===== config.mk =====
export PLATFORM = sky130hd
export DESIGN_NAME = least_loaded_replica_selector
export DESIGN_NICKNAME = d
export VERILOG_FILES = /design/src/llrs_pkg.sv /design/src/llrs_ram.sv /design/src/llrs_fifo.sv /design/src/llrs_front.sv /design/src/llrs_back.sv /design/src/least_loaded_replica_selector.sv
export SDC_FILE = /design/constraint.sdc
export NUM_CORES = 2
export LEC_CHECK = 0
export BUFFER_PORTS_ARGS = -buffer_cell sky130_fd_sc_hd__buf_4
export CAP_MARGIN = 10
export CORE_UTILIZATION = 35
export CTS_BUF_LIST = sky130_fd_sc_hd__clkbuf_8 sky130_fd_sc_hd__clkbuf_16
export DETAILED_ROUTE_END_ITERATION = 8
export SLEW_MARGIN = 20
export SYNTH_ARGS = -nofsm -noshare
export SYNTH_HDL_FRONTEND = slang
export SYNTH_SLANG_ARGS = --single-unit

===== constraint.sdc =====
create_clock -name clk_i -period 6 [get_ports clk_i]
set_clock_uncertainty 0.2 [all_clocks]
set_input_delay 1.2 -clock clk_i [delete_from_list [all_inputs] [get_ports clk_i]]
set_output_delay 1.2 -clock clk_i [all_outputs]
set_load 0.005 [all_outputs]

===== src/llrs_pkg.sv =====
`timescale 1ns / 1ps

package llrs_pkg;

  localparam int CMD_W  = 2;
  localparam int SLOT_W = 4;
  localparam int LOAD_W = 16;
  localparam int STAT_W = 2;
  localparam int ADV_W  = 2;

  typedef enum logic [CMD_W-1:0] {
    CMD_INSERT = 2'd0,
    CMD_REMOVE = 2'd1,
    CMD_UPDATE = 2'd2,
    CMD_SELECT = 2'd3
  } cmd_e;

  typedef enum logic [STAT_W-1:0] {
    ST_OK      = 2'd0,
    ST_PRESENT = 2'd1,
    ST_ABSENT  = 2'd2,
    ST_EMPTY   = 2'd3
  } status_e;

  typedef enum logic [ADV_W-1:0] {
    ADV_NONE    = 2'd0,
    ADV_HIGH    = 2'd1,
    ADV_NOMINAL = 2'd2
  } adv_e;

  typedef struct packed {
    cmd_e cmd;
    logic in_range;
  } cls_t;

  localparam int CLS_W = $bits(cls_t);

endpackage


===== src/llrs_ram.sv =====
`timescale 1ns / 1ps

module llrs_ram #(
  parameter int WIDTH = 16,
  parameter int DEPTH = 16
) (
  input  logic                     clk_i,
  input  logic                     we_i,
  input  logic [$clog2(DEPTH)-1:0] waddr_i,
  input  logic [WIDTH-1:0]         wdata_i,
  input  logic [$clog2(DEPTH)-1:0] raddr_i,
  output logic [WIDTH-1:0]         rdata_o
);

  logic [WIDTH-1:0] mem_q [DEPTH];
  logic [WIDTH-1:0] rdata_q;

  always_ff @(posedge clk_i) begin
    if (we_i) begin
      mem_q[waddr_i] <= wdata_i;
    end
    rdata_q <= mem_q[raddr_i];
  end

  assign rdata_o = rdata_q;

endmodule


===== src/llrs_fifo.sv =====
`timescale 1ns / 1ps

module llrs_fifo #(
  parameter int WIDTH = 8,
  parameter int DEPTH = 2
) (
  input  logic             clk_i,
  input  logic             rst_ni,
  input  logic             push_i,
  input  logic [WIDTH-1:0] wdata_i,
  input  logic             pop_i,
  output logic [WIDTH-1:0] rdata_o,
  output logic             empty_o,
  output logic             full_o
);

  localparam int PTR_W = $clog2(DEPTH);
  localparam int CNT_W = $clog2(DEPTH + 1);

  logic [WIDTH-1:0] mem_q [DEPTH];
  logic [PTR_W-1:0] wptr_q, wptr_d, rptr_q, rptr_d;
  logic [CNT_W-1:0] cnt_q, cnt_d;
  logic             do_push, do_pop;

  assign empty_o = (cnt_q == '0);
  assign full_o  = (cnt_q == CNT_W'(DEPTH));
  assign do_push = push_i && !full_o;
  assign do_pop  = pop_i && !empty_o;
  assign rdata_o = mem_q[rptr_q];

  always_comb begin
    wptr_d = wptr_q;
    rptr_d = rptr_q;
    cnt_d  = cnt_q;
    if (do_push) begin
      wptr_d = (wptr_q == PTR_W'(DEPTH - 1)) ? '0 : wptr_q + 1'b1;
    end
    if (do_pop) begin
      rptr_d = (rptr_q == PTR_W'(DEPTH - 1)) ? '0 : rptr_q + 1'b1;
    end
    if (do_push && !do_pop) begin
      cnt_d = cnt_q + 1'b1;
    end else if (do_pop && !do_push) begin
      cnt_d = cnt_q - 1'b1;
    end
  end

  always_ff @(posedge clk_i or negedge rst_ni) begin
    if (!rst_ni) begin
      wptr_q <= '0;
      rptr_q <= '0;
      cnt_q  <= '0;
    end else begin
      wptr_q <= wptr_d;
      rptr_q <= rptr_d;
      cnt_q  <= cnt_d;
    end
  end

  always_ff @(posedge clk_i) begin
    if (do_push) begin
      mem_q[wptr_q] <= wdata_i;
    end
  end

endmodule


===== src/llrs_front.sv =====
`timescale 1ns / 1ps

module llrs_front #(
  parameter int NUM_SLOTS = 16,
  parameter int LOAD_BITS = 16
) (
  input  logic                         start,
  input  logic [llrs_pkg::CMD_W-1:0]   command_i,
  input  logic [llrs_pkg::SLOT_W-1:0]  slot_i,
  input  logic [llrs_pkg::LOAD_W-1:0]  load_i,
  input  logic                         full_i,
  output logic                         busy,
  output logic                         push_o,
  output llrs_pkg::cls_t               cls_o,
  output logic [$clog2(NUM_SLOTS)-1:0] idx_o,
  output logic [LOAD_BITS-1:0]         load_o
);

  localparam int IDX_W = $clog2(NUM_SLOTS);

  logic [IDX_W+llrs_pkg::SLOT_W-1:0]     slot_ext;
  logic [LOAD_BITS+llrs_pkg::LOAD_W-1:0] load_ext;
  logic                                  in_range;

  assign slot_ext = (IDX_W + llrs_pkg::SLOT_W)'(slot_i);
  assign load_ext = (LOAD_BITS + llrs_pkg::LOAD_W)'(load_i);
  assign in_range = (32'(slot_i) < 32'(NUM_SLOTS));

  assign busy           = full_i;
  assign push_o         = start && !full_i;
  assign cls_o.cmd      = llrs_pkg::cmd_e'(command_i);
  assign cls_o.in_range = in_range;
  assign idx_o          = in_range ? slot_ext[IDX_W-1:0] : '0;
  assign load_o         = load_ext[LOAD_BITS-1:0];

endmodule


===== src/llrs_back.sv =====
`timescale 1ns / 1ps

module llrs_back #(
  parameter int NUM_SLOTS = 16,
  parameter int LOAD_BITS = 16
) (
  input  logic                          clk_i,
  input  logic                          rst_ni,
  input  logic                          empty_i,
  input  llrs_pkg::cls_t                cls_i,
  input  logic [$clog2(NUM_SLOTS)-1:0]  idx_i,
  input  logic [LOAD_BITS-1:0]          load_i,
  output logic                          pop_o,
  output logic                          valid_o,
  output logic [llrs_pkg::STAT_W-1:0]   status_o,
  output logic [llrs_pkg::SLOT_W-1:0]   chosen_slot_o,
  output logic [llrs_pkg::ADV_W-1:0]    advisory_o
);

  localparam int IDX_W = $clog2(NUM_SLOTS);
  localparam int CW    = $clog2(NUM_SLOTS + 1);
  localparam int SW    = LOAD_BITS + CW;
  localparam int NNW   = 2 * CW;
  localparam int PW    = LOAD_BITS + 2 * CW + 4;

  localparam logic [2:0] S_IDLE  = 3'd0;
  localparam logic [2:0] S_WALK  = 3'd1;
  localparam logic [2:0] S_DRAIN = 3'd2;
  localparam logic [2:0] S_EMIT  = 3'd3;
  localparam logic [2:0] S_MUL0  = 3'd4;
  localparam logic [2:0] S_MUL1  = 3'd5;
  localparam logic [2:0] S_JUDGE = 3'd6;

  logic [2:0]           state_q, state_d;
  logic [NUM_SLOTS-1:0] valid_q, valid_d, flag_q, flag_d;
  logic [IDX_W-1:0]     cnt_q, cnt_d, ridx_q, idx_q, idx_d;
  logic                 rd_pend_q, rd_pend_d;
  llrs_pkg::cmd_e       cmd_q, cmd_d;
  logic [LOAD_BITS-1:0] c_q, c_d, best_q, best_d;
  logic [IDX_W-1:0]     best_idx_q, best_idx_d;
  logic                 found_q, found_d;
  logic [CW-1:0]        n_q, n_d;
  logic [SW-1:0]        s_q, s_d;
  logic [NNW-1:0]       nn_q, nn_d;
  logic [CW:0]          n1_q, n1_d;
  logic [CW+3:0]        n9_q, n9_d;
  logic [PW-1:0]        pc_q, pc_d, ps1_q, ps1_d, ps9_q, ps9_d, pc10;

  logic                 res_valid_q, res_valid_d;
  llrs_pkg::status_e    status_q, status_d;
  llrs_pkg::adv_e       adv_q, adv_d;
  logic [IDX_W-1:0]     chosen_q, chosen_d;
  logic [IDX_W+llrs_pkg::SLOT_W-1:0] chosen_ext;

  logic                 ram_we;
  logic [LOAD_BITS-1:0] ram_rdata;

  llrs_ram #(
    .WIDTH(LOAD_BITS),
    .DEPTH(NUM_SLOTS)
  ) u_load_ram (
    .clk_i  (clk_i),
    .we_i   (ram_we),
    .waddr_i(idx_i),
    .wdata_i(load_i),
    .raddr_i(cnt_q),
    .rdata_o(ram_rdata)
  );

  assign pop_o = (state_q == S_IDLE) && !empty_i;
  assign pc10  = (pc_q << 3) + (pc_q << 1);

  always_comb begin
    state_d     = state_q;
    valid_d     = valid_q;
    flag_d      = flag_q;
    cnt_d       = cnt_q;
    idx_d       = idx_q;
    rd_pend_d   = 1'b0;
    cmd_d       = cmd_q;
    c_d         = c_q;
    best_d      = best_q;
    best_idx_d  = best_idx_q;
    found_d     = found_q;
    n_d         = n_q;
    s_d         = s_q;
    nn_d        = nn_q;
    n1_d        = n1_q;
    n9_d        = n9_q;
    pc_d        = pc_q;
    ps1_d       = ps1_q;
    ps9_d       = ps9_q;
    res_valid_d = 1'b0;
    status_d    = status_q;
    adv_d       = adv_q;
    chosen_d    = chosen_q;
    ram_we      = 1'b0;

    if (rd_pend_q && valid_q[ridx_q]) begin
      n_d = n_q + 1'b1;
      s_d = s_q + SW'(ram_rdata);
      if (!found_q || (ram_rdata < best_q)) begin
        found_d    = 1'b1;
        best_d     = ram_rdata;
        best_idx_d = ridx_q;
      end
    end

    case (state_q)
      S_IDLE: begin
        if (!empty_i) begin
          status_d = llrs_pkg::ST_OK;
          adv_d    = llrs_pkg::ADV_NONE;
          chosen_d = '0;
          cmd_d    = cls_i.cmd;
          idx_d    = idx_i;
          c_d      = load_i;
          cnt_d    = '0;
          n_d      = '0;
          s_d      = '0;
          found_d  = 1'b0;
          case (cls_i.cmd)
            llrs_pkg::CMD_INSERT: begin
              res_valid_d = 1'b1;
              if (!cls_i.in_range) begin
                status_d = llrs_pkg::ST_ABSENT;
              end else if (valid_q[idx_i]) begin
                status_d = llrs_pkg::ST_PRESENT;
              end else begin
                ram_we         = 1'b1;
                valid_d[idx_i] = 1'b1;
                flag_d[idx_i]  = 1'b0;
              end
            end
            llrs_pkg::CMD_REMOVE: begin
              res_valid_d = 1'b1;
              if (!cls_i.in_range || !valid_q[idx_i]) begin
                status_d = llrs_pkg::ST_ABSENT;
              end else begin
                valid_d[idx_i] = 1'b0;
                flag_d[idx_i]  = 1'b0;
              end
            end
            llrs_pkg::CMD_UPDATE: begin
              if (!cls_i.in_range || !valid_q[idx_i]) begin
                res_valid_d = 1'b1;
                status_d    = llrs_pkg::ST_ABSENT;
              end else begin
                ram_we  = 1'b1;
                state_d = S_WALK;
              end
            end
            default: begin
              state_d = S_WALK;
            end
          endcase
        end
      end
      S_WALK: begin
        rd_pend_d = 1'b1;
        if (cnt_q == IDX_W'(NUM_SLOTS - 1)) begin
          state_d = S_DRAIN;
        end else begin
          cnt_d = cnt_q + 1'b1;
        end
      end
      S_DRAIN: begin
        state_d = (cmd_q == llrs_pkg::CMD_SELECT) ? S_EMIT : S_MUL0;
      end
      S_EMIT: begin
        res_valid_d = 1'b1;
        if (found_q) begin
          chosen_d = best_idx_q;
        end else begin
          status_d = llrs_pkg::ST_EMPTY;
        end
        state_d = S_IDLE;
      end
      S_MUL0: begin
        nn_d    = NNW'(n_q) * NNW'(n_q);
        n1_d    = (CW + 1)'(n_q) + 1'b1;
        n9_d    = ((CW + 4)'(n_q) << 3) + ((CW + 4)'(n_q) << 1) + (CW + 4)'(9);
        state_d = S_MUL1;
      end
      S_MUL1: begin
        pc_d    = PW'(c_q) * PW'(nn_q);
        ps1_d   = PW'(s_q) * PW'(n1_q);
        ps9_d   = PW'(s_q) * PW'(n9_q);
        state_d = S_JUDGE;
      end
      S_JUDGE: begin
        res_valid_d = 1'b1;
        if (s_q != '0) begin
          if (pc_q > ps1_q) begin
            flag_d[idx_q] = 1'b1;
            adv_d         = llrs_pkg::ADV_HIGH;
          end else if (flag_q[idx_q] && (pc10 < ps9_q)) begin
            flag_d[idx_q] = 1'b0;
            adv_d         = llrs_pkg::ADV_NOMINAL;
          end
        end
        state_d = S_IDLE;
      end
      default: begin
        state_d = S_IDLE;
      end
    endcase
  end

  always_ff @(posedge clk_i or negedge rst_ni) begin
    if (!rst_ni) begin
      state_q     <= S_IDLE;
      valid_q     <= '0;
      flag_q      <= '0;
      rd_pend_q   <= 1'b0;
      res_valid_q <= 1'b0;
      cnt_q       <= '0;
    end else begin
      state_q     <= state_d;
      valid_q     <= valid_d;
      flag_q      <= flag_d;
      rd_pend_q   <= rd_pend_d;
      res_valid_q <= res_valid_d;
      cnt_q       <= cnt_d;
    end
  end

  always_ff @(posedge clk_i) begin
    ridx_q     <= cnt_q;
    idx_q      <= idx_d;
    cmd_q      <= cmd_d;
    c_q        <= c_d;
    best_q     <= best_d;
    best_idx_q <= best_idx_d;
    found_q    <= found_d;
    n_q        <= n_d;
    s_q        <= s_d;
    nn_q       <= nn_d;
    n1_q       <= n1_d;
    n9_q       <= n9_d;
    pc_q       <= pc_d;
    ps1_q      <= ps1_d;
    ps9_q      <= ps9_d;
    status_q   <= status_d;
    adv_q      <= adv_d;
    chosen_q   <= chosen_d;
  end

  assign chosen_ext    = (IDX_W + llrs_pkg::SLOT_W)'(chosen_q);
  assign valid_o       = res_valid_q;
  assign status_o      = status_q;
  assign chosen_slot_o = chosen_ext[llrs_pkg::SLOT_W-1:0];
  assign advisory_o    = adv_q;

endmodule


===== src/least_loaded_replica_selector.sv =====
`timescale 1ns / 1ps
// Insert, remove and rejected updates are answered from the idle state. A select walks
// the load RAM (one slot per cycle) and then emits; a load update walks the RAM and then
// runs the multiply/compare steps before its result appears on valid_o.
// Throughput: one item per cycle for insert and remove while busy is low; a select or
// update holds the back end until its result. A two-entry queue fronts it, busy = full.
// Results pulse valid_o once, no stall; async reset clears valid marks, flags, queue, control.

module least_loaded_replica_selector #(
  parameter int NUM_SLOTS = 16,
  parameter int LOAD_BITS = 16
) (
  input  logic                        clk_i,
  input  logic                        rst_ni,
  input  logic                        start,
  input  logic [llrs_pkg::CMD_W-1:0]  command_i,
  input  logic [llrs_pkg::SLOT_W-1:0] slot_i,
  input  logic [llrs_pkg::LOAD_W-1:0] load_i,
  output logic                        busy,
  output logic                        valid_o,
  output logic [llrs_pkg::STAT_W-1:0] status_o,
  output logic [llrs_pkg::SLOT_W-1:0] chosen_slot_o,
  output logic [llrs_pkg::ADV_W-1:0]  advisory_o
);

  localparam int IDX_W   = $clog2(NUM_SLOTS);
  localparam int Q_W     = llrs_pkg::CLS_W + IDX_W + LOAD_BITS;
  localparam int Q_DEPTH = 2;

  llrs_pkg::cls_t       f_cls, b_cls;
  logic [IDX_W-1:0]     f_idx, b_idx;
  logic [LOAD_BITS-1:0] f_load, b_load;
  logic                 push, pop, q_empty, q_full;
  logic [Q_W-1:0]       q_rdata;

  llrs_front #(
    .NUM_SLOTS(NUM_SLOTS),
    .LOAD_BITS(LOAD_BITS)
  ) u_front (
    .start    (start),
    .command_i(command_i),
    .slot_i   (slot_i),
    .load_i   (load_i),
    .full_i   (q_full),
    .busy     (busy),
    .push_o   (push),
    .cls_o    (f_cls),
    .idx_o    (f_idx),
    .load_o   (f_load)
  );

  llrs_fifo #(
    .WIDTH(Q_W),
    .DEPTH(Q_DEPTH)
  ) u_queue (
    .clk_i  (clk_i),
    .rst_ni (rst_ni),
    .push_i (push),
    .wdata_i({f_cls, f_idx, f_load}),
    .pop_i  (pop),
    .rdata_o(q_rdata),
    .empty_o(q_empty),
    .full_o (q_full)
  );

  assign {b_cls, b_idx, b_load} = q_rdata;

  llrs_back #(
    .NUM_SLOTS(NUM_SLOTS),
    .LOAD_BITS(LOAD_BITS)
  ) u_back (
    .clk_i        (clk_i),
    .rst_ni       (rst_ni),
    .empty_i      (q_empty),
    .cls_i        (b_cls),
    .idx_i        (b_idx),
    .load_i       (b_load),
    .pop_o        (pop),
    .valid_o      (valid_o),
    .status_o     (status_o),
    .chosen_slot_o(chosen_slot_o),
    .advisory_o   (advisory_o)
  );

endmodule

==> flow_metrics.tcl <==
set metrics [dict create \
    grt_max_degree 63 \
    hold_viol 0 \
    rows 122 \
    r2r_start "u_back.c_q[5]" \
    syn_to_final_growth_pct 11.5 \
    gr-usage-all-layers 0.160 \
    cap_viol_max_count 0 \
    grt_antenna_before_repair 1 \
    numPortBuffers 34 \
    grt_pass1_vias 25600 \
    synthCells 3483 \
    synth_area_per_cell_um2 11.2 \
    die_area_um2 113000 \
    cts.path.max_buffers 3 \
    cp_data_arrival_time_ns 5.91 \
    cts_made_buffers 59 \
    place_congestion 0.841 \
    worstSetupEndpointType "flop" \
    vias 24900 \
    dieWidth_um 336 \
    totalWireLength_um 88500 \
    cts_tree "yes" \
    synth_cell_type_count 82 \
    startpoint "u_back.c_q[5]" \
    finalSetupViolCount 0 \
    finalCritPeriodShare 0.958 \
    layout_commonest_cell "inv_1" \
    hold_path_class "reg -> reg" \
    synth_seq_cells 547 \
    cts_root_buffer "clkbuf_16" \
    fmax_mhz 174 \
    path_clk_slew_ns 0.07 \
    mostFrequentLayoutCells "inv_1 (521), edfxtp_1 (455), nand2_1 (320)" \
    via_per_inst 4.89 \
    syn_area_um2 39000 \
    grt_pass1_wl_um 142000 \
    drt_pass1_iterations 5 \
    multiInputGateArea_um2 20900 \
    regArea_um2 15700 \
    die_y_um 336 \
    drive_above_1_share 0.0982 \
    drc_errors 0 \
    max_slew_margin 0.292 \
    ctsHoldBuffers 0 \
    min_period_ns 5.75 \
    routedWlPerCell_um 17.4 \
    syn_nets 4112 \
    drtIter0Drc 1409 \
    start_util 0.353 \
    dp_cells 4958 \
    core_um2 111000 \
    instances_no_fill 5097 \
    grt_overflow 0 \
    required_ns 6.16 \
    ys_async_sr_fraction 0.0823 \
    antenna_left 0 \
    boundaryPins 35 \
    crit_path_start_kind "flop" \
    cts.sinks 547 \
    worstMarginPinSlew_ns 1.06 \
    status "completed" \
    yosysWarnings 0 \
    dpl.hpwl_um 68600 \
    yosysSeqAreaShare 0.403 \
    drv_slew 0 \
    synthFlopType "edfxtp_1" \
    path_class "reg -> reg" \
    htree_levels 2 \
    min_from "u_back.ridx_q[3]" \
    finalNetCount 4186 \
    clk_latency_ns 0.66 \
    crit_path_max_fanout 7 \
    nFillCells 10600 \
    synth_enable_flop_cells 455 \
]
-- cells by family after synthesis --
logic type               after synthesis  synth area share
buffers and inverters                649            0.0633
XOR/XNOR                             109            0.0245
adder cells (fa/ha/maj)              604             0.254
AO/OA/AOI/OAI                        543            0.0907
AND/OR/NAND/NOR                      882             0.112
multiplexers                         149            0.0530
flip-flops                           547             0.403
-- per-stage QoR --
step	hold slack, ns	worst slack (ns)	util	instance area, µm²	setup TNS [ns]
2_1_floorplan	0.169	0.441	-	39000	0
3_3_place_gp	0.253	0.241	0.373	41300	0
3_5_place_dp	0.254	0.188	0.373	41300	0
4_1_cts	0.268	0.156	0.391	43300	0
5_1_grt	0.293	-0.00442	0.393	43500	-0.00442
6_report	0.270	0.249	0.393	43500	0
-- state kept, by name (all words and copies together) (netlist names), 5 cells and up, named ones only --
name,flops
u_back.u_load_ram.mem_q,256
u_back.ps9_q,30
u_queue.mem_q,44
u_back.ps1_q,27
u_back.best_q,16
u_back.n_q,5
u_back.u_load_ram.rdata_o,16
u_back.c_q,16
u_back.s_q,21
u_back.n1_q,6
u_back.n9_q,8
u_back.pc_q,26
u_back.nn_q,8
-- synthesized netlist by cell type (all sizes together), types with 8 or more instances --
cell type    n  area, µm²
o21a        24        180
nor2b       22        138
ha         292       3650
nor4         8       50.1
a21o        45        338
a22oi       18        135
nand2b      17        106
nand2      321       1210
mux2i       75        751
inv        514       1930
mux4        43        968
nand4       21        131
xor2        31        272
o31ai       45        338
and2       239       1500
nor2       147        552
a31oi       21        131
and3        16        100
a21oi      138        698
clkbuf     112        420
dfxtp       47        941
buf         23        121
xnor2       78        683
dfrtp       45       1130
nor3        27        135
edfxtp     455      13700
a221oi      21        201
fa         312       6250
mux2        31        349
o21ai      123        616
nand3       30        150
a211oi      24        198
o211ai       9       67.6
o21bai      13       97.6
-- cell type report --
cell class,instances,share of cell area
Inverter,514,0.0443
Clock inverter,48,0.00957
Sequential cell,547,0.361
Tap cell,1488,0.0428
Timing Repair Buffer,148,0.0264
Multi-Input combinational cell,2287,0.480
Clock buffer,62,0.0354
Antenna cell,3,0.000172
-- worst paths after layout --
kind | endpoint | slack, ns | depth (start not counted)
setup / recovery | u_back.pc_q[24] | 0.25 | 17
hold / removal | u_back.best_idx_q[3] | 0.27 | 0
setup reg to reg | u_back.pc_q[24] | 0.25 | 17
hold reg to reg | u_back.best_idx_q[3] | 0.27 | 0
max in group asynchronous | u_back.cnt_q[0] | 4.80 | 1
min in group asynchronous | async pin | 0.36 | 1
-- routing by layer --
layer	routed length, µm	global-route usage	vias to the layer above
met3	4290	0.0271	98
li1	-	-	12000
met1	41000	0.218	12300
met4	1940	0.0429	0
met2	41200	0.261	495
met5	0	0	-
-- repair_timing --
item	4_1_cts	5_1_grt
setup buffers	0	26
resized for setup	0	5
setup endpoints to repair	0	7
-- worst max-delay path, cell delays in order (launching register included) --
cell      delay [ns]
edfxtp_1        0.48
and2_1          0.22
fa_1            0.48
fa_1            0.59
fa_1            0.44
fa_1            0.50
inv_1           0.05
fa_1            0.47
inv_1           0.04
ha_1            0.35
a21oi_2         0.23
nand2_1         0.07
a22oi_1         0.19
a31oi_1         0.18
o21a_1          0.25
a32o_1          0.25
o41a_1          0.33
xor2_1          0.15
Power is not shown: default switching activity piles up to over one toggle a cycle in this logic, so the estimate is an artifact.
